$ cat config.mk
export PLATFORM = sky130hd
export DESIGN_NAME = converter_supervisor_fsm_unit_flat
export DESIGN_NICKNAME = d
export VERILOG_FILES = /design/src/hw/rtl/cfsm_pkg.sv /design/src/hw/rtl/cfsm_in_if.sv /design/src/hw/rtl/cfsm_out_if.sv /design/src/hw/rtl/cfsm_cfg_regs.sv /design/src/hw/rtl/cfsm_step.sv /design/src/hw/rtl/converter_supervisor_fsm_unit.sv /design/src/flat_wrapper.sv
export SDC_FILE = /design/constraint.sdc
export NUM_CORES = 1
export LEC_CHECK = 0
export BUFFER_PORTS_ARGS = -buffer_cell sky130_fd_sc_hd__buf_2
export CAP_MARGIN = 10
export CORE_ASPECT_RATIO = 1.2
export CORE_MARGIN = 3
export CORE_UTILIZATION = 45
export CTS_CLUSTER_DIAMETER = 80
export DETAILED_ROUTE_END_ITERATION = 7
export SLEW_MARGIN = 20
export SYNTH_ARGS = -nofsm -noshare
export SYNTH_HDL_FRONTEND = slang
export SYNTH_SLANG_ARGS = --single-unit
$ cat constraint.sdc
create_clock -name clk_i -period 3.6 [get_ports clk_i]
set_input_delay 0.36 -clock clk_i [delete_from_list [all_inputs] [get_ports clk_i]]
set_output_delay 0.36 -clock clk_i [all_outputs]
set_load 0.02 [all_outputs]
$ cat src/hw/rtl/cfsm_pkg.sv
`default_nettype none

package cfsm_pkg;

  // Supervisor modes, one-hot
  typedef enum logic [7:0] {
    ModeInit   = 8'b0000_0001,
    ModeRdyChk = 8'b0000_0010,
    ModeReady  = 8'b0000_0100,
    ModeRunChk = 8'b0000_1000,
    ModeRun    = 8'b0001_0000,
    ModeRecF   = 8'b0010_0000,
    ModeFault  = 8'b0100_0000,
    ModeLatch  = 8'b1000_0000
  } mode_e;

  // Mode codes as reported on the result word
  localparam logic [2:0] MODE_INIT    = 3'd0;
  localparam logic [2:0] MODE_RDYCHK  = 3'd1;
  localparam logic [2:0] MODE_READY   = 3'd2;
  localparam logic [2:0] MODE_RUNCHK  = 3'd3;
  localparam logic [2:0] MODE_RUN     = 3'd4;
  localparam logic [2:0] MODE_RECF    = 3'd5;
  localparam logic [2:0] MODE_FAULT   = 3'd6;
  localparam logic [2:0] MODE_LATCH   = 3'd7;

  // Configuration register indexes
  localparam int unsigned CfgIdxW = 3;
  localparam logic [CfgIdxW-1:0] CFG_FATAL_MASK   = 3'd0;
  localparam logic [CfgIdxW-1:0] CFG_RECOV_MASK   = 3'd1;
  localparam logic [CfgIdxW-1:0] CFG_RELEASE_MASK = 3'd2;
  localparam logic [CfgIdxW-1:0] CFG_BUS_OFF_MASK = 3'd3;
  localparam logic [CfgIdxW-1:0] CFG_LINK_TO_MASK = 3'd4;
  localparam logic [CfgIdxW-1:0] CFG_RDY_CHK_TICKS = 3'd5;
  localparam logic [CfgIdxW-1:0] CFG_RUN_CHK_TICKS = 3'd6;
  localparam logic [CfgIdxW-1:0] CFG_LATCH_TICKS  = 3'd7;

  // Reset values of the tick limits
  localparam int unsigned ReadyCheckTicksRst = 70;
  localparam int unsigned RunCheckTicksRst   = 30;
  localparam int unsigned LatchHoldTicksRst  = 5000;

  // Result word flags
  typedef struct packed {
    logic ready_flag;
    logic run_flag;
    logic regulator_init;
    logic pwm_enable;
    logic derate_tick;
    logic latch_release;
    logic clear_fatal_errors;
  } flags_t;

  function automatic logic [2:0] mode_code(input mode_e m);
    logic [2:0] c;
    case (m)
      ModeInit:   c = MODE_INIT;
      ModeRdyChk: c = MODE_RDYCHK;
      ModeReady:  c = MODE_READY;
      ModeRunChk: c = MODE_RUNCHK;
      ModeRun:    c = MODE_RUN;
      ModeRecF:   c = MODE_RECF;
      ModeFault:  c = MODE_FAULT;
      default:    c = MODE_LATCH;
    endcase
    return c;
  endfunction

endpackage

`default_nettype wire

$ cat src/hw/rtl/cfsm_in_if.sv
`default_nettype none

interface cfsm_in_if #(
  parameter int unsigned ERROR_WIDTH = 32
);
  logic                   valid;
  logic                   ready;
  logic                   ignition_on;
  logic                   enable_request;
  logic [ERROR_WIDTH-1:0] error_status;
  logic                   battery_disconnected;

  modport source (output valid, ignition_on, enable_request, error_status,
                  battery_disconnected, input ready);
  modport sink   (input valid, ignition_on, enable_request, error_status,
                  battery_disconnected, output ready);
endinterface

`default_nettype wire

$ cat src/hw/rtl/cfsm_out_if.sv
`default_nettype none

interface cfsm_out_if;
  logic       valid;
  logic       ready;
  logic [2:0] mode;
  logic       ready_flag;
  logic       run_flag;
  logic       regulator_init;
  logic       pwm_enable;
  logic       derate_tick;
  logic       latch_release;
  logic       clear_fatal_errors;

  modport source (output valid, mode, ready_flag, run_flag, regulator_init,
                  pwm_enable, derate_tick, latch_release, clear_fatal_errors,
                  input ready);
  modport sink   (input valid, mode, ready_flag, run_flag, regulator_init,
                  pwm_enable, derate_tick, latch_release, clear_fatal_errors,
                  output ready);
endinterface

`default_nettype wire

$ cat src/hw/rtl/cfsm_cfg_regs.sv
`default_nettype none

module cfsm_cfg_regs #(
  parameter int unsigned ERROR_WIDTH = 32,
  parameter int unsigned COUNT_WIDTH = 16,
  parameter int unsigned DATA_WIDTH  = 32
) (
  input  wire logic                        clk_i,
  input  wire logic                        rst_ni,
  input  wire logic                        we_i,
  input  wire logic [cfsm_pkg::CfgIdxW-1:0] idx_i,
  input  wire logic [DATA_WIDTH-1:0]       wdata_i,
  output logic [ERROR_WIDTH-1:0]           fatal_mask_o,
  output logic [ERROR_WIDTH-1:0]           recov_mask_o,
  output logic [ERROR_WIDTH-1:0]           release_mask_o,
  output logic [ERROR_WIDTH-1:0]           bus_off_mask_o,
  output logic [ERROR_WIDTH-1:0]           link_to_mask_o,
  output logic [COUNT_WIDTH-1:0]           rdy_chk_ticks_o,
  output logic [COUNT_WIDTH-1:0]           run_chk_ticks_o,
  output logic [COUNT_WIDTH-1:0]           latch_ticks_o
);

  logic [ERROR_WIDTH-1:0] err_val;
  logic [COUNT_WIDTH-1:0] cnt_val;

  assign err_val = wdata_i[ERROR_WIDTH-1:0];
  assign cnt_val = wdata_i[COUNT_WIDTH-1:0];

  // register file, written one register per write
  always_ff @(posedge clk_i or negedge rst_ni) begin
    if (!rst_ni) begin
      fatal_mask_o    <= '0;
      recov_mask_o    <= '0;
      release_mask_o  <= '0;
      bus_off_mask_o  <= '0;
      link_to_mask_o  <= '0;
      rdy_chk_ticks_o <= COUNT_WIDTH'(cfsm_pkg::ReadyCheckTicksRst);
      run_chk_ticks_o <= COUNT_WIDTH'(cfsm_pkg::RunCheckTicksRst);
      latch_ticks_o   <= COUNT_WIDTH'(cfsm_pkg::LatchHoldTicksRst);
    end else if (we_i) begin
      case (idx_i)
        cfsm_pkg::CFG_FATAL_MASK:    fatal_mask_o    <= err_val;
        cfsm_pkg::CFG_RECOV_MASK:    recov_mask_o    <= err_val;
        cfsm_pkg::CFG_RELEASE_MASK:  release_mask_o  <= err_val;
        cfsm_pkg::CFG_BUS_OFF_MASK:  bus_off_mask_o  <= err_val;
        cfsm_pkg::CFG_LINK_TO_MASK:  link_to_mask_o  <= err_val;
        cfsm_pkg::CFG_RDY_CHK_TICKS: rdy_chk_ticks_o <= cnt_val;
        cfsm_pkg::CFG_RUN_CHK_TICKS: run_chk_ticks_o <= cnt_val;
        cfsm_pkg::CFG_LATCH_TICKS:   latch_ticks_o   <= cnt_val;
        default: ;
      endcase
    end
  end

endmodule

`default_nettype wire

$ cat src/hw/rtl/cfsm_step.sv
`default_nettype none

module cfsm_step #(
  parameter int unsigned ERROR_WIDTH = 32,
  parameter int unsigned COUNT_WIDTH = 16
) (
  input  wire cfsm_pkg::mode_e       mode_i,
  input  wire logic [COUNT_WIDTH-1:0] check_cnt_i,
  input  wire logic [COUNT_WIDTH-1:0] latch_cnt_i,
  input  wire logic                   ign_i,
  input  wire logic                   en_i,
  input  wire logic [ERROR_WIDTH-1:0] err_i,
  input  wire logic                   batt_i,
  input  wire logic [ERROR_WIDTH-1:0] fatal_mask_i,
  input  wire logic [ERROR_WIDTH-1:0] recov_mask_i,
  input  wire logic [ERROR_WIDTH-1:0] release_mask_i,
  input  wire logic [ERROR_WIDTH-1:0] bus_off_mask_i,
  input  wire logic [ERROR_WIDTH-1:0] link_to_mask_i,
  input  wire logic [COUNT_WIDTH-1:0] rdy_chk_ticks_i,
  input  wire logic [COUNT_WIDTH-1:0] run_chk_ticks_i,
  input  wire logic [COUNT_WIDTH-1:0] latch_ticks_i,
  output cfsm_pkg::mode_e             mode_o,
  output logic [COUNT_WIDTH-1:0]      check_cnt_o,
  output logic [COUNT_WIDTH-1:0]      latch_cnt_o,
  output cfsm_pkg::flags_t            flags_o
);

  logic                   fatal;
  logic                   common;
  logic                   recov;
  logic                   hold;
  logic [COUNT_WIDTH-1:0] check_inc;

  // error classification
  assign fatal  = |(err_i & fatal_mask_i);
  assign common = ((err_i & bus_off_mask_i) == bus_off_mask_i)
               || ((err_i & link_to_mask_i) == link_to_mask_i)
               || batt_i;
  assign recov  = (|(err_i & recov_mask_i)) || common;
  assign hold   = (|(err_i & release_mask_i)) || common;

  // saturating check counter increment
  assign check_inc = (check_cnt_i == '1) ? check_cnt_i : check_cnt_i + COUNT_WIDTH'(1);

  // mode transitions and flags for one tick
  always_comb begin
    mode_o      = mode_i;
    check_cnt_o = check_cnt_i;
    latch_cnt_o = latch_cnt_i;
    flags_o     = '0;
    case (mode_i)
      cfsm_pkg::ModeInit: begin
        check_cnt_o = '0;
        mode_o      = cfsm_pkg::ModeRdyChk;
      end
      cfsm_pkg::ModeRdyChk: begin
        if (check_cnt_i >= rdy_chk_ticks_i) begin
          if (fatal) begin
            mode_o = cfsm_pkg::ModeFault;
          end else if (!recov) begin
            flags_o.ready_flag = 1'b1;
            mode_o             = cfsm_pkg::ModeReady;
          end
        end else begin
          check_cnt_o = check_inc;
        end
        // ignition off wins, ready flag stays as written
        if (!ign_i) begin
          latch_cnt_o = '0;
          mode_o      = cfsm_pkg::ModeLatch;
        end
      end
      cfsm_pkg::ModeReady: begin
        flags_o.ready_flag = 1'b1;
        if (!ign_i) begin
          flags_o.ready_flag = 1'b0;
          latch_cnt_o        = '0;
          mode_o             = cfsm_pkg::ModeLatch;
        end else if (fatal) begin
          flags_o.ready_flag = 1'b0;
          mode_o             = cfsm_pkg::ModeFault;
        end else if (recov) begin
          flags_o.ready_flag = 1'b0;
          mode_o             = cfsm_pkg::ModeInit;
        end else if (en_i) begin
          flags_o.regulator_init = 1'b1;
          check_cnt_o            = '0;
          mode_o                 = cfsm_pkg::ModeRunChk;
        end
      end
      cfsm_pkg::ModeRunChk: begin
        flags_o.ready_flag = 1'b1;
        if (check_cnt_i >= run_chk_ticks_i) begin
          if (fatal) begin
            flags_o.ready_flag = 1'b0;
            mode_o             = cfsm_pkg::ModeFault;
          end else if (recov) begin
            flags_o.ready_flag = 1'b0;
            mode_o             = cfsm_pkg::ModeRecF;
          end else begin
            flags_o.run_flag   = 1'b1;
            flags_o.pwm_enable = 1'b1;
            mode_o             = cfsm_pkg::ModeRun;
          end
        end else begin
          check_cnt_o = check_inc;
        end
        // ignition off or enable drop overrides the check outcome, enable drop keeps the flags
        if (!ign_i) begin
          flags_o.ready_flag = 1'b0;
          latch_cnt_o        = '0;
          mode_o             = cfsm_pkg::ModeLatch;
        end else if (!en_i) begin
          mode_o = cfsm_pkg::ModeReady;
        end
      end
      cfsm_pkg::ModeRun: begin
        flags_o.ready_flag  = 1'b1;
        flags_o.run_flag    = 1'b1;
        flags_o.derate_tick = 1'b1;
        if (!ign_i) begin
          flags_o.ready_flag = 1'b0;
          flags_o.run_flag   = 1'b0;
          latch_cnt_o        = '0;
          mode_o             = cfsm_pkg::ModeLatch;
        end else if (fatal) begin
          flags_o.ready_flag = 1'b0;
          flags_o.run_flag   = 1'b0;
          mode_o             = cfsm_pkg::ModeFault;
        end else if (recov) begin
          flags_o.ready_flag = 1'b0;
          flags_o.run_flag   = 1'b0;
          mode_o             = cfsm_pkg::ModeRecF;
        end else if (!en_i) begin
          flags_o.run_flag = 1'b0;
          mode_o           = cfsm_pkg::ModeReady;
        end
      end
      cfsm_pkg::ModeRecF: begin
        if (!ign_i) begin
          latch_cnt_o = '0;
          mode_o      = cfsm_pkg::ModeLatch;
        end else if (!hold) begin
          mode_o = cfsm_pkg::ModeInit;
        end
      end
      cfsm_pkg::ModeFault: begin
        if (!ign_i) begin
          latch_cnt_o = '0;
          mode_o      = cfsm_pkg::ModeLatch;
        end
      end
      default: begin
        // power latch
        if (latch_cnt_i >= latch_ticks_i) begin
          flags_o.latch_release = 1'b1;
        end else begin
          latch_cnt_o = latch_cnt_i + COUNT_WIDTH'(1);
          if (ign_i) begin
            flags_o.clear_fatal_errors = 1'b1;
            mode_o                     = cfsm_pkg::ModeInit;
          end
        end
      end
    endcase
  end

endmodule

`default_nettype wire

$ cat src/hw/rtl/converter_supervisor_fsm_unit.sv
// Channel   Dir  Payload                                          Handshake
// in_i      in   ignition_on, enable_request, error_status,      valid/ready
//                battery_disconnected
// out_o     out  mode, ready_flag, run_flag, regulator_init,      valid/ready
//                pwm_enable, derate_tick, latch_release,
//                clear_fatal_errors
// cfg       in   cfg_we_i, cfg_idx_i, cfg_wdata_i                 write enable
//
// One word per cycle sustained while out_o.ready stays high. An accepted word is
// held in the input register, the mode update runs between it and the result
// register, which then presents the result word. Reset clears mode to init, both
// counters and the pipeline valids. A stalled result holds; the input register
// fills behind it and in_i.ready drops only when both stages are full.
`default_nettype none

module converter_supervisor_fsm_unit #(
  parameter int unsigned COUNT_WIDTH = 16,
  parameter int unsigned ERROR_WIDTH = 32
) (
  input  wire logic                                clk_i,
  input  wire logic                                rst_ni,
  cfsm_in_if.sink                                  in_i,
  cfsm_out_if.source                               out_o,
  input  wire logic                                cfg_we_i,
  input  wire logic [cfsm_pkg::CfgIdxW-1:0]        cfg_idx_i,
  input  wire logic [((ERROR_WIDTH > COUNT_WIDTH) ?
                      ERROR_WIDTH : COUNT_WIDTH)-1:0] cfg_wdata_i
);

  localparam int unsigned DataWidth =
    (ERROR_WIDTH > COUNT_WIDTH) ? ERROR_WIDTH : COUNT_WIDTH;

  logic [ERROR_WIDTH-1:0] fatal_mask, recov_mask, release_mask;
  logic [ERROR_WIDTH-1:0] bus_off_mask, link_to_mask;
  logic [COUNT_WIDTH-1:0] rdy_chk_ticks, run_chk_ticks, latch_ticks;

  // input register
  logic                   in_vld_q;
  logic                   ign_q, en_q, batt_q;
  logic [ERROR_WIDTH-1:0] err_q;

  // supervisor state
  cfsm_pkg::mode_e        mode_q, mode_d;
  logic [COUNT_WIDTH-1:0] check_cnt_q, check_cnt_d;
  logic [COUNT_WIDTH-1:0] latch_cnt_q, latch_cnt_d;

  // result register
  logic                   out_vld_q;
  logic [2:0]             res_mode_q;
  cfsm_pkg::flags_t       res_flags_q, flags_d;

  logic out_free;
  logic advance;
  logic in_fire;

  assign out_free = !out_vld_q || out_o.ready;
  assign advance  = in_vld_q && out_free;
  assign in_i.ready = !in_vld_q || out_free;
  assign in_fire  = in_i.valid && in_i.ready;

  cfsm_cfg_regs #(
    .ERROR_WIDTH (ERROR_WIDTH),
    .COUNT_WIDTH (COUNT_WIDTH),
    .DATA_WIDTH  (DataWidth)
  ) u_cfg (
    .clk_i           (clk_i),
    .rst_ni          (rst_ni),
    .we_i            (cfg_we_i),
    .idx_i           (cfg_idx_i),
    .wdata_i         (cfg_wdata_i),
    .fatal_mask_o    (fatal_mask),
    .recov_mask_o    (recov_mask),
    .release_mask_o  (release_mask),
    .bus_off_mask_o  (bus_off_mask),
    .link_to_mask_o  (link_to_mask),
    .rdy_chk_ticks_o (rdy_chk_ticks),
    .run_chk_ticks_o (run_chk_ticks),
    .latch_ticks_o   (latch_ticks)
  );

  cfsm_step #(
    .ERROR_WIDTH (ERROR_WIDTH),
    .COUNT_WIDTH (COUNT_WIDTH)
  ) u_step (
    .mode_i          (mode_q),
    .check_cnt_i     (check_cnt_q),
    .latch_cnt_i     (latch_cnt_q),
    .ign_i           (ign_q),
    .en_i            (en_q),
    .err_i           (err_q),
    .batt_i          (batt_q),
    .fatal_mask_i    (fatal_mask),
    .recov_mask_i    (recov_mask),
    .release_mask_i  (release_mask),
    .bus_off_mask_i  (bus_off_mask),
    .link_to_mask_i  (link_to_mask),
    .rdy_chk_ticks_i (rdy_chk_ticks),
    .run_chk_ticks_i (run_chk_ticks),
    .latch_ticks_i   (latch_ticks),
    .mode_o          (mode_d),
    .check_cnt_o     (check_cnt_d),
    .latch_cnt_o     (latch_cnt_d),
    .flags_o         (flags_d)
  );

  // input stage control
  always_ff @(posedge clk_i or negedge rst_ni) begin
    if (!rst_ni) begin
      in_vld_q <= 1'b0;
    end else if (in_i.ready) begin
      in_vld_q <= in_i.valid;
    end
  end

  // input stage payload
  always_ff @(posedge clk_i) begin
    if (in_fire) begin
      ign_q  <= in_i.ignition_on;
      en_q   <= in_i.enable_request;
      err_q  <= in_i.error_status;
      batt_q <= in_i.battery_disconnected;
    end
  end

  // state update, once per word moved to the result register
  always_ff @(posedge clk_i or negedge rst_ni) begin
    if (!rst_ni) begin
      mode_q      <= cfsm_pkg::ModeInit;
      check_cnt_q <= '0;
      latch_cnt_q <= '0;
    end else if (advance) begin
      mode_q      <= mode_d;
      check_cnt_q <= check_cnt_d;
      latch_cnt_q <= latch_cnt_d;
    end
  end

  // result register control
  always_ff @(posedge clk_i or negedge rst_ni) begin
    if (!rst_ni) begin
      out_vld_q <= 1'b0;
    end else if (out_free) begin
      out_vld_q <= in_vld_q;
    end
  end

  // result register payload
  always_ff @(posedge clk_i) begin
    if (advance) begin
      res_mode_q  <= cfsm_pkg::mode_code(mode_d);
      res_flags_q <= flags_d;
    end
  end

  assign out_o.valid              = out_vld_q;
  assign out_o.mode               = res_mode_q;
  assign out_o.ready_flag         = res_flags_q.ready_flag;
  assign out_o.run_flag           = res_flags_q.run_flag;
  assign out_o.regulator_init     = res_flags_q.regulator_init;
  assign out_o.pwm_enable         = res_flags_q.pwm_enable;
  assign out_o.derate_tick        = res_flags_q.derate_tick;
  assign out_o.latch_release      = res_flags_q.latch_release;
  assign out_o.clear_fatal_errors = res_flags_q.clear_fatal_errors;

endmodule

`default_nettype wire

$ cat src/flat_wrapper.sv
// flat-port wrapper written by rule: the top's interface ports become plain ports
module converter_supervisor_fsm_unit_flat 
#(
  parameter int unsigned COUNT_WIDTH = 16,
  parameter int unsigned ERROR_WIDTH = 32
)
  (clk_i, rst_ni, cfg_we_i, cfg_idx_i, cfg_wdata_i, in_i_valid, in_i_ignition_on, in_i_enable_request, in_i_error_status, in_i_battery_disconnected, in_i_ready, out_o_valid, out_o_mode, out_o_ready_flag, out_o_run_flag, out_o_regulator_init, out_o_pwm_enable, out_o_derate_tick, out_o_latch_release, out_o_clear_fatal_errors, out_o_ready);
  cfsm_in_if #(.ERROR_WIDTH(ERROR_WIDTH)) in_i_i ();
  cfsm_out_if out_o_i ();
  input  wire logic clk_i;
  input  wire logic rst_ni;
  input  wire logic cfg_we_i;
  input  wire logic [cfsm_pkg::CfgIdxW-1:0] cfg_idx_i;
  input  wire logic [((ERROR_WIDTH > COUNT_WIDTH) ?
                      ERROR_WIDTH : COUNT_WIDTH)-1:0] cfg_wdata_i;
  input wire logic [$bits(in_i_i.valid)-1:0] in_i_valid;
  input wire logic [$bits(in_i_i.ignition_on)-1:0] in_i_ignition_on;
  input wire logic [$bits(in_i_i.enable_request)-1:0] in_i_enable_request;
  input wire logic [$bits(in_i_i.error_status)-1:0] in_i_error_status;
  input wire logic [$bits(in_i_i.battery_disconnected)-1:0] in_i_battery_disconnected;
  output wire logic [$bits(in_i_i.ready)-1:0] in_i_ready;
  output wire logic [$bits(out_o_i.valid)-1:0] out_o_valid;
  output wire logic [$bits(out_o_i.mode)-1:0] out_o_mode;
  output wire logic [$bits(out_o_i.ready_flag)-1:0] out_o_ready_flag;
  output wire logic [$bits(out_o_i.run_flag)-1:0] out_o_run_flag;
  output wire logic [$bits(out_o_i.regulator_init)-1:0] out_o_regulator_init;
  output wire logic [$bits(out_o_i.pwm_enable)-1:0] out_o_pwm_enable;
  output wire logic [$bits(out_o_i.derate_tick)-1:0] out_o_derate_tick;
  output wire logic [$bits(out_o_i.latch_release)-1:0] out_o_latch_release;
  output wire logic [$bits(out_o_i.clear_fatal_errors)-1:0] out_o_clear_fatal_errors;
  input wire logic [$bits(out_o_i.ready)-1:0] out_o_ready;
  assign in_i_i.valid = in_i_valid;
  assign in_i_i.ignition_on = in_i_ignition_on;
  assign in_i_i.enable_request = in_i_enable_request;
  assign in_i_i.error_status = in_i_error_status;
  assign in_i_i.battery_disconnected = in_i_battery_disconnected;
  assign in_i_ready = in_i_i.ready;
  assign out_o_valid = out_o_i.valid;
  assign out_o_mode = out_o_i.mode;
  assign out_o_ready_flag = out_o_i.ready_flag;
  assign out_o_run_flag = out_o_i.run_flag;
  assign out_o_regulator_init = out_o_i.regulator_init;
  assign out_o_pwm_enable = out_o_i.pwm_enable;
  assign out_o_derate_tick = out_o_i.derate_tick;
  assign out_o_latch_release = out_o_i.latch_release;
  assign out_o_clear_fatal_errors = out_o_i.clear_fatal_errors;
  assign out_o_i.ready = out_o_ready;
  converter_supervisor_fsm_unit #(.COUNT_WIDTH(COUNT_WIDTH), .ERROR_WIDTH(ERROR_WIDTH)) u_core (.clk_i(clk_i), .rst_ni(rst_ni), .in_i(in_i_i), .out_o(out_o_i), .cfg_we_i(cfg_we_i), .cfg_idx_i(cfg_idx_i), .cfg_wdata_i(cfg_wdata_i));
endmodule
==> run_results.csv, run 1 <==
group,metric,value,unit
detailed_routing,routed-wl-met2,18.9,mm
floorplanning,die-width,168,um
finish,post-route-util,0.546,
critical_path,reg2reg_slack,0.08,ns
power,p_leak,7.50,nW
sta,relSlewSlack,0.264,
floorplanning,core,0.0307,mm2
status,outcome,"finished clean",
detailed_routing,wirelength,37.2,mm
sta,slew_viol_final,0,
floorplanning,dieArea,0.0337,mm2
floorplanning,row_count,70,
synthesis,synth-seq-area-share,0.538,
floorplanning,die_y,200,um
place,dp_hpwl,26.2,mm
power,p_int,7.36,mW
sta,finalCriticalPeriod,3.52,ns
sta,fin_skew,0.0328,ns
place,port_buffers,86,
power,power_frac_seq,0.431,
power,ir_worst_vdd,0.000512,V
cts,root_buffer,"clkbuf_16",
critical_path,worst-path-buf-inv,0,
finish,multi_input_area,0.00601,mm2
place,place_worst_setup_slack,0.0589,ns
detailed_routing,wl_per_cell,20.9,um
sta,fmax,284,MHz
synthesis,netlist_top_cells_count,"237 x dfrtp_1, 177 x mux2_2, 126 x inv_1, 83 x nand2_1, 79 x o21ai_0",
worst_hold_path,hp-start,"in_i_error_status[9]",
sta,final.setup.worst_slack,0.0796,ns
cts,clk_pin_slew,0.06,ns
finish,area_growth,18.4,%
critical_path,startpoint_type,"flip-flop",
detailed_routing,drtPass1Iterations,6,
detailed_routing,viasPerCell,5.63,
finish,stdcell_area,0.0168,mm2
worst_hold_path,hold_depth,1,
detailed_routing,route.detailed.drc,0,
finish,fillers,2656,
critical_path,cpLargestDelayFamily,"compound AO/OA/AOI/OAI gates",
finish,antenna_cells,0,
synthesis,synth_seq_cells,295,
cts,clk-insertion-delay-late,0.53,ns
critical_path,cp_max_fo,8,
cts,htreeDepth,2,
synthesis,synth_nets,1340,
global_route,grt_pass1_wl,58.5,mm
floorplanning,start_util,0.461,
critical_path,path_cells,"a22o_1 -> a221oi_1 -> nand3_1 -> or4_4 -> nor3_4 -> mux2_2 -> a2bb2oi_2 -> a211o_4 -> nor2_1 -> o41ai_2 -> o21ai_1",
cts,clock_path_buffers,3,
power,p_clk_frac,0.357,
power,power_frac_comb,0.212,
synthesis,synthesis.instances,1215,
detailed_routing,vias,10000,
power,netSwitchingFraction,0.286,
synthesis,syn_area_per_cell,11.7,um2
critical_path,r2r_end,"u_core.out_o.mode[1]",
flow_run,cap_viol_max_count,0,
sta,hold_viol,0,
synthesis,synth.top_cell.area_share,0.418,
worst_hold_path,min_to,"u_core.err_q[9]",
worst_hold_path,min_path_type,"in2reg",
cts,cts_buffers,34,
global_route,grt_use_total,0.220,
place,place_congestion,0.910,
finish,register_area,0.00762,mm2
detailed_routing,highest_layer,"met4",
synthesis,async_flop_share,0.847,
critical_path,endpoint_kind,"flip-flop",
synthesis,synth-main-ff-cell,"dfrtp_1",
place,placed_cell_area,0.0152,mm2
synthesis,netlist_area,0.0142,mm2
synthesis,yosysTopAreaCell,"dfrtp_1",
synthesis,synth.area.top_cells,"dfrtp_1 42%, mux2_2 14%, edfxtp_1 9.5%",
detailed_routing,wirelength_met1,15.8,mm
detailed_routing,met3_length,1.24,mm
cts,cts.sinks,295,
sta,setup_viol,0,
global_route,grt_max_degree,84,
cts,cts_tree,"built",
synthesis,synth_edf_count,45,
critical_path,cp_data_required_time,3.84,ns
synthesis,ys.warnings.count,0,
global_route,overflow,0,
detailed_routing,antenna_left,0,
critical_path,cp_data_arrival_time,3.76,ns
global_route,grt_pass1_vias,10200,
floorplanning,io_pins,87,
finish,drive_gt1_frac,0.304,
critical_path,slowest_stage,"or4_4",
critical_path,r2r_cells,11,
power,powerDensity,614,mW/mm2
sta,finalCritPeriodShare,0.978,
critical_path,r2r_start,"u_core.err_q[3]",
synthesis,yosysMostFrequentCell,"dfrtp_1",
critical_path,slowest_delay,0.58,ns
sta,worst_pin_slew,1.10,ns
sta,hold_slack,0.0163,ns
critical_path,critPathKind,"reg2reg",
power,p_switching,2.95,mW
synthesis,yosysUniqueCellTypes,77,
global_route,grt_antenna_before_repair,0,
detailed_routing,drtIter0Drc,633,
finish,fin_nets,1485,
metrics by stage:
step | std cells | power, mW | TNS, ns
detailed placement | 1690 | 6.62 | 0
floorplan | 1215 | 5.88 | 0
finish | 1782 | 10.3 | 0
global placement | 1690 | 6.57 | 0
global route | 1782 | 10.8 | -0.0891
CTS | 1768 | 10.4 | 0
sequential cells by signal, indices dropped and copies added (netlist names), 3 cells and up:
name,cells
u_core.u_cfg.run_chk_ticks_o,16
u_core.u_cfg.fatal_mask_o,32
u_core.out_o.mode,3
u_core.u_cfg.link_to_mask_o,32
u_core.mode_q,8
u_core.check_cnt_q,16
u_core.err_q,32
u_core.u_cfg.rdy_chk_ticks_o,16
u_core.latch_cnt_q,16
u_core.u_cfg.release_mask_o,32
u_core.u_cfg.latch_ticks_o,16
u_core.u_cfg.recov_mask_o,32
u_core.u_cfg.bus_off_mask_o,32
how the worst max path moves through the flow:
stage,end,slack [ns],startpoint,depth (start not counted)
2_1_floorplan,u_core.out_o.mode[1],0.48,u_core.u_cfg.rdy_chk_ticks_o[1],13
3_3_place_gp,u_core.out_o.mode[1],0.08,u_core.err_q[6],10
3_5_place_dp,u_core.out_o.mode[1],0.06,u_core.err_q[29],11
4_1_cts,u_core.out_o.mode[1],0.02,u_core.err_q[29],11
6_report,u_core.out_o.mode[1],0.08,u_core.err_q[3],11
5_1_grt,u_core.out_o.mode[1],-0.05,u_core.err_q[3],11
layout by cell type (no fill, tap or decap), drive strengths merged, types with 7 or more instances in the layout:
| cell | netlist | routed |
|---|---|---|
| a21oi | 25 | 25 |
| a221oi | 13 | 13 |
| a22o | 13 | 13 |
| a22oi | 26 | 26 |
| and3 | 14 | 14 |
| buf | 6 | 130 |
| clkbuf | 32 | 54 |
| dfrtp | 237 | 237 |
| dfstp | 13 | 13 |
| dlygate4sd3 | 0 | 16 |
| edfxtp | 45 | 45 |
| ha | 50 | 50 |
| inv | 126 | 126 |
| mux2 | 177 | 177 |
| nand2 | 83 | 83 |
| nand2b | 8 | 8 |
| nand3 | 20 | 20 |
| nand4 | 22 | 22 |
| nor2 | 44 | 45 |
| nor3 | 15 | 15 |
| nor4 | 14 | 14 |
| o21ai | 91 | 91 |
| o22ai | 32 | 32 |
| or4 | 7 | 7 |
| xnor2 | 12 | 12 |
| xor2 | 7 | 7 |
kinds of logic after synthesis:
kind of cell,after synthesis,synth area share
xor+xnor,19,0.0117
mux,178,0.141
compound gates,251,0.122
simple gates,258,0.0988
flops,295,0.538
fa+ha+maj,50,0.0441
buf+inv,164,0.0444
routing by layer:
layer,track usage,vias to the layer above
li1,-,4698
met1,0.280,5060
met2,0.390,209
met3,0.0268,60
met4,0.0722,0
met5,0,-
area by class of cell:
cell class                 count  share of cell area
tap                          396              0.0295
inverter                     126              0.0282
multi-input combinational    757               0.358
timing repair buffer         146              0.0570
sequential                   295               0.454
clock inverter                 8             0.00820
clock buffer                  54              0.0649
power groups by stage:
stage | registers, mW | logic (mW) | clock network, mW
floorplan | 4.37 | 1.51 | 0
global placement | 4.47 | 2.10 | 0
detailed placement | 4.49 | 2.13 | 0
CTS | 4.43 | 2.16 | 3.76
global route | 4.51 | 2.44 | 3.90
finish | 4.44 | 2.19 | 3.68
repair_timing:
| item | 4_1_cts | 5_1_grt |
|---|---|---|
| setup endpoints to repair | 0 | 19 |
| endpoints found under the hold margin | 82 | 0 |
| buffers inserted | 0 | 13 |
| hold buffers | 16 | 0 |
| gates resized for setup | 0 | 12 |
Power figures use the tool's default switching activity.
==> run 2, diff against run 1 <==
Settings changed: MAX_ROUTING_LAYER set to met4.
==> run_results.csv, run 2 (synthesis gave the netlist of run 1 again) <==
group,metric,value,unit
cts,cts_tree,"built",
detailed_routing,viasPerCell,5.68,
detailed_routing,drtPass1Iterations,5,
critical_path,crit_path_start,"u_core.err_q[9]",
cts,clk_pin_slew,0.06,ns
finish,final_cell_mix,"237 x dfrtp_1, 177 x mux2_2, 126 x inv_1",
global_route,grt_pass1_wl,59.0,mm
detailed_routing,antenna_left,0,
sta,worst_pin_slew,1.05,ns
power,ir_worst_vdd,0.000463,V
cts,root_buffer,"clkbuf_16",
detailed_routing,route.detailed.drc,0,
sta,final.setup.worst_slack,0.174,ns
detailed_routing,vias,9995,
place,port_buffers,86,
sta,hold_viol,0,
floorplanning,die_y,200,um
cts,clock_path_buffers,3,
floorplanning,io_pins,87,
critical_path,startpoint_type,"flip-flop",
finish,fillers,2682,
sta,fmax,292,MHz
critical_path,cp_data_required_time,3.84,ns
worst_hold_path,hp-start,"in_i_error_status[24]",
critical_path,slowest_stage,"or4_4",
critical_path,cp_data_arrival_time,3.67,ns
floorplanning,start_util,0.461,
flow_run,cap_viol_max_count,0,
critical_path,path_cells,"a22o_1 -> a221oi_2 -> nand3_1 -> or4_4 -> nor3_4 -> mux2_2 -> a2bb2oi_2 -> a211o_4 -> nor2_1 -> o41ai_2 -> o21ai_1",
sta,setup_viol,0,
critical_path,cpLargestDelayFamily,"compound AO/OA/AOI/OAI gates",
power,powerDensity,608,mW/mm2
cts,cts.sinks,295,
sta,finalCriticalPeriod,3.43,ns
sta,fin_skew,0.0258,ns
floorplanning,row_count,70,
cts,clk-insertion-delay-late,0.51,ns
place,place_worst_setup_slack,0.0105,ns
floorplanning,dieArea,0.0337,mm2
finish,post-route-util,0.535,
detailed_routing,wl_per_cell,21.1,um
floorplanning,die-width,168,um
cts,htreeDepth,2,
sta,tns,0,ns
finish,fin_nets,1463,
finish,multi_input_area,0.00599,mm2
sta,relSlewSlack,0.300,
detailed_routing,drtIter0Drc,552,
critical_path,worst-path-buf-inv,0,
power,fin_total_pwr,10.0,mW
sta,finalCritPeriodShare,0.952,
power,p_leak,7.35,nW
place,place_congestion,0.902,
critical_path,cp_max_fo,8,
global_route,grt_use_total,0.229,
critical_path,endpoint_kind,"flip-flop",
finish,area_growth,16.1,%
place,dp_hpwl,26.5,mm
global_route,grt_antenna_before_repair,0,
global_route,grt_max_degree,98,
detailed_routing,wirelength,37.1,mm
sta,slew_viol_final,0,
global_route,grt_pass1_vias,10200,
finish,mostFrequentLayoutCell,"dfrtp_1",
cts,cts_buffers,34,
worst_hold_path,min_path_type,"in2reg",
floorplanning,core,0.0307,mm2
global_route,overflow,0,
critical_path,critPathKind,"reg2reg",
finish,antenna_cells,0,
status,outcome,"finished clean",
finish,register_area,0.00762,mm2
critical_path,slowest_delay,0.65,ns
critical_path,r2r_start,"u_core.err_q[9]",
finish,drive_gt1_frac,0.302,
run 2: cell count changes in the layout (fill, tap and decap cells not counted), moves of 2 or more:
cell           change
dlygate4sd3_1     -15
buf_4              -7
clkinv_2           +5
clkinv_8           -2
clkbuf_8           -5
clkbuf_16          -2
run 2: path summary, 6_finish.rpt:
| path | to | slack [ns] | cells after the start |
|---|---|---|---|
| setup / recovery | u_core.out_o.mode[1] | 0.17 | 11 |
| hold / removal | u_core.err_q[24] | 0.02 | 1 |
| setup reg to reg | u_core.out_o.mode[1] | 0.17 | 11 |
| hold reg to reg | u_core.out_o.valid | 0.50 | 1 |
| max in group asynchronous | u_core.u_cfg.latch_ticks_o[12] | 2.16 | 3 |
| min in group asynchronous | u_core.check_cnt_q[2] | 0.49 | 2 |
run 2: per-stage QoR:
stage	cell area [um2]	hold WS (ns)	cells
floorplan	14200	0.0644	1215
global placement	15300	0.468	1694
detailed placement	15300	0.477	1694
CTS	16400	0.00623	1757
global route	16500	0.00269	1759
finish	16500	0.0198	1759
run 2: layer usage:
metal	global-route usage	vias to the layer above	routed length, um
li1	-	4645	-
met1	0.288	5003	15500
met2	0.374	252	18300
met3	0.0290	95	1600
met4	0.0965	0	1700
met5	-	-	0
run 2: timing repair:
item	4_1_cts	5_1_grt
setup buffers	1	2
resized for setup	0	10
endpoints found under the setup margin	2	4
pin swaps	0	0
hold buffers	1	0
hold endpoints to repair	86	0
run 2: power by group:
| group | total (mW) | switching, mW | internal [mW] | leakage [nW] |
|---|---|---|---|---|
| sequential | 4.43 | 0.387 | 4.05 | 3.49 |
| clock | 3.40 | 1.36 | 2.04 | 0.552 |
| combinational | 2.17 | 1.18 | 0.997 | 3.31 |
| total | 10.0 | 2.93 | 7.08 | 7.35 |
run 2: worst reg2reg max path, cell delays in order, from the launching register on:
cell and delay, ns:
edfxtp_1 0.41, a22o_1 0.24, a221oi_2 0.20, nand3_1 0.20, or4_4 0.65, nor3_4 0.23
mux2_2 0.39, a2bb2oi_2 0.19, a211o_4 0.20, nor2_1 0.06, o41ai_2 0.29, o21ai_1 0.09
run 2: final cells by class:
type,count,area share
clock inverters,14,0.00791
flip-flops and latches,295,0.463
clock buffers,47,0.0590
well taps,396,0.0301
repair buffers,125,0.0470
multi-input cells,756,0.364
inverters,126,0.0287
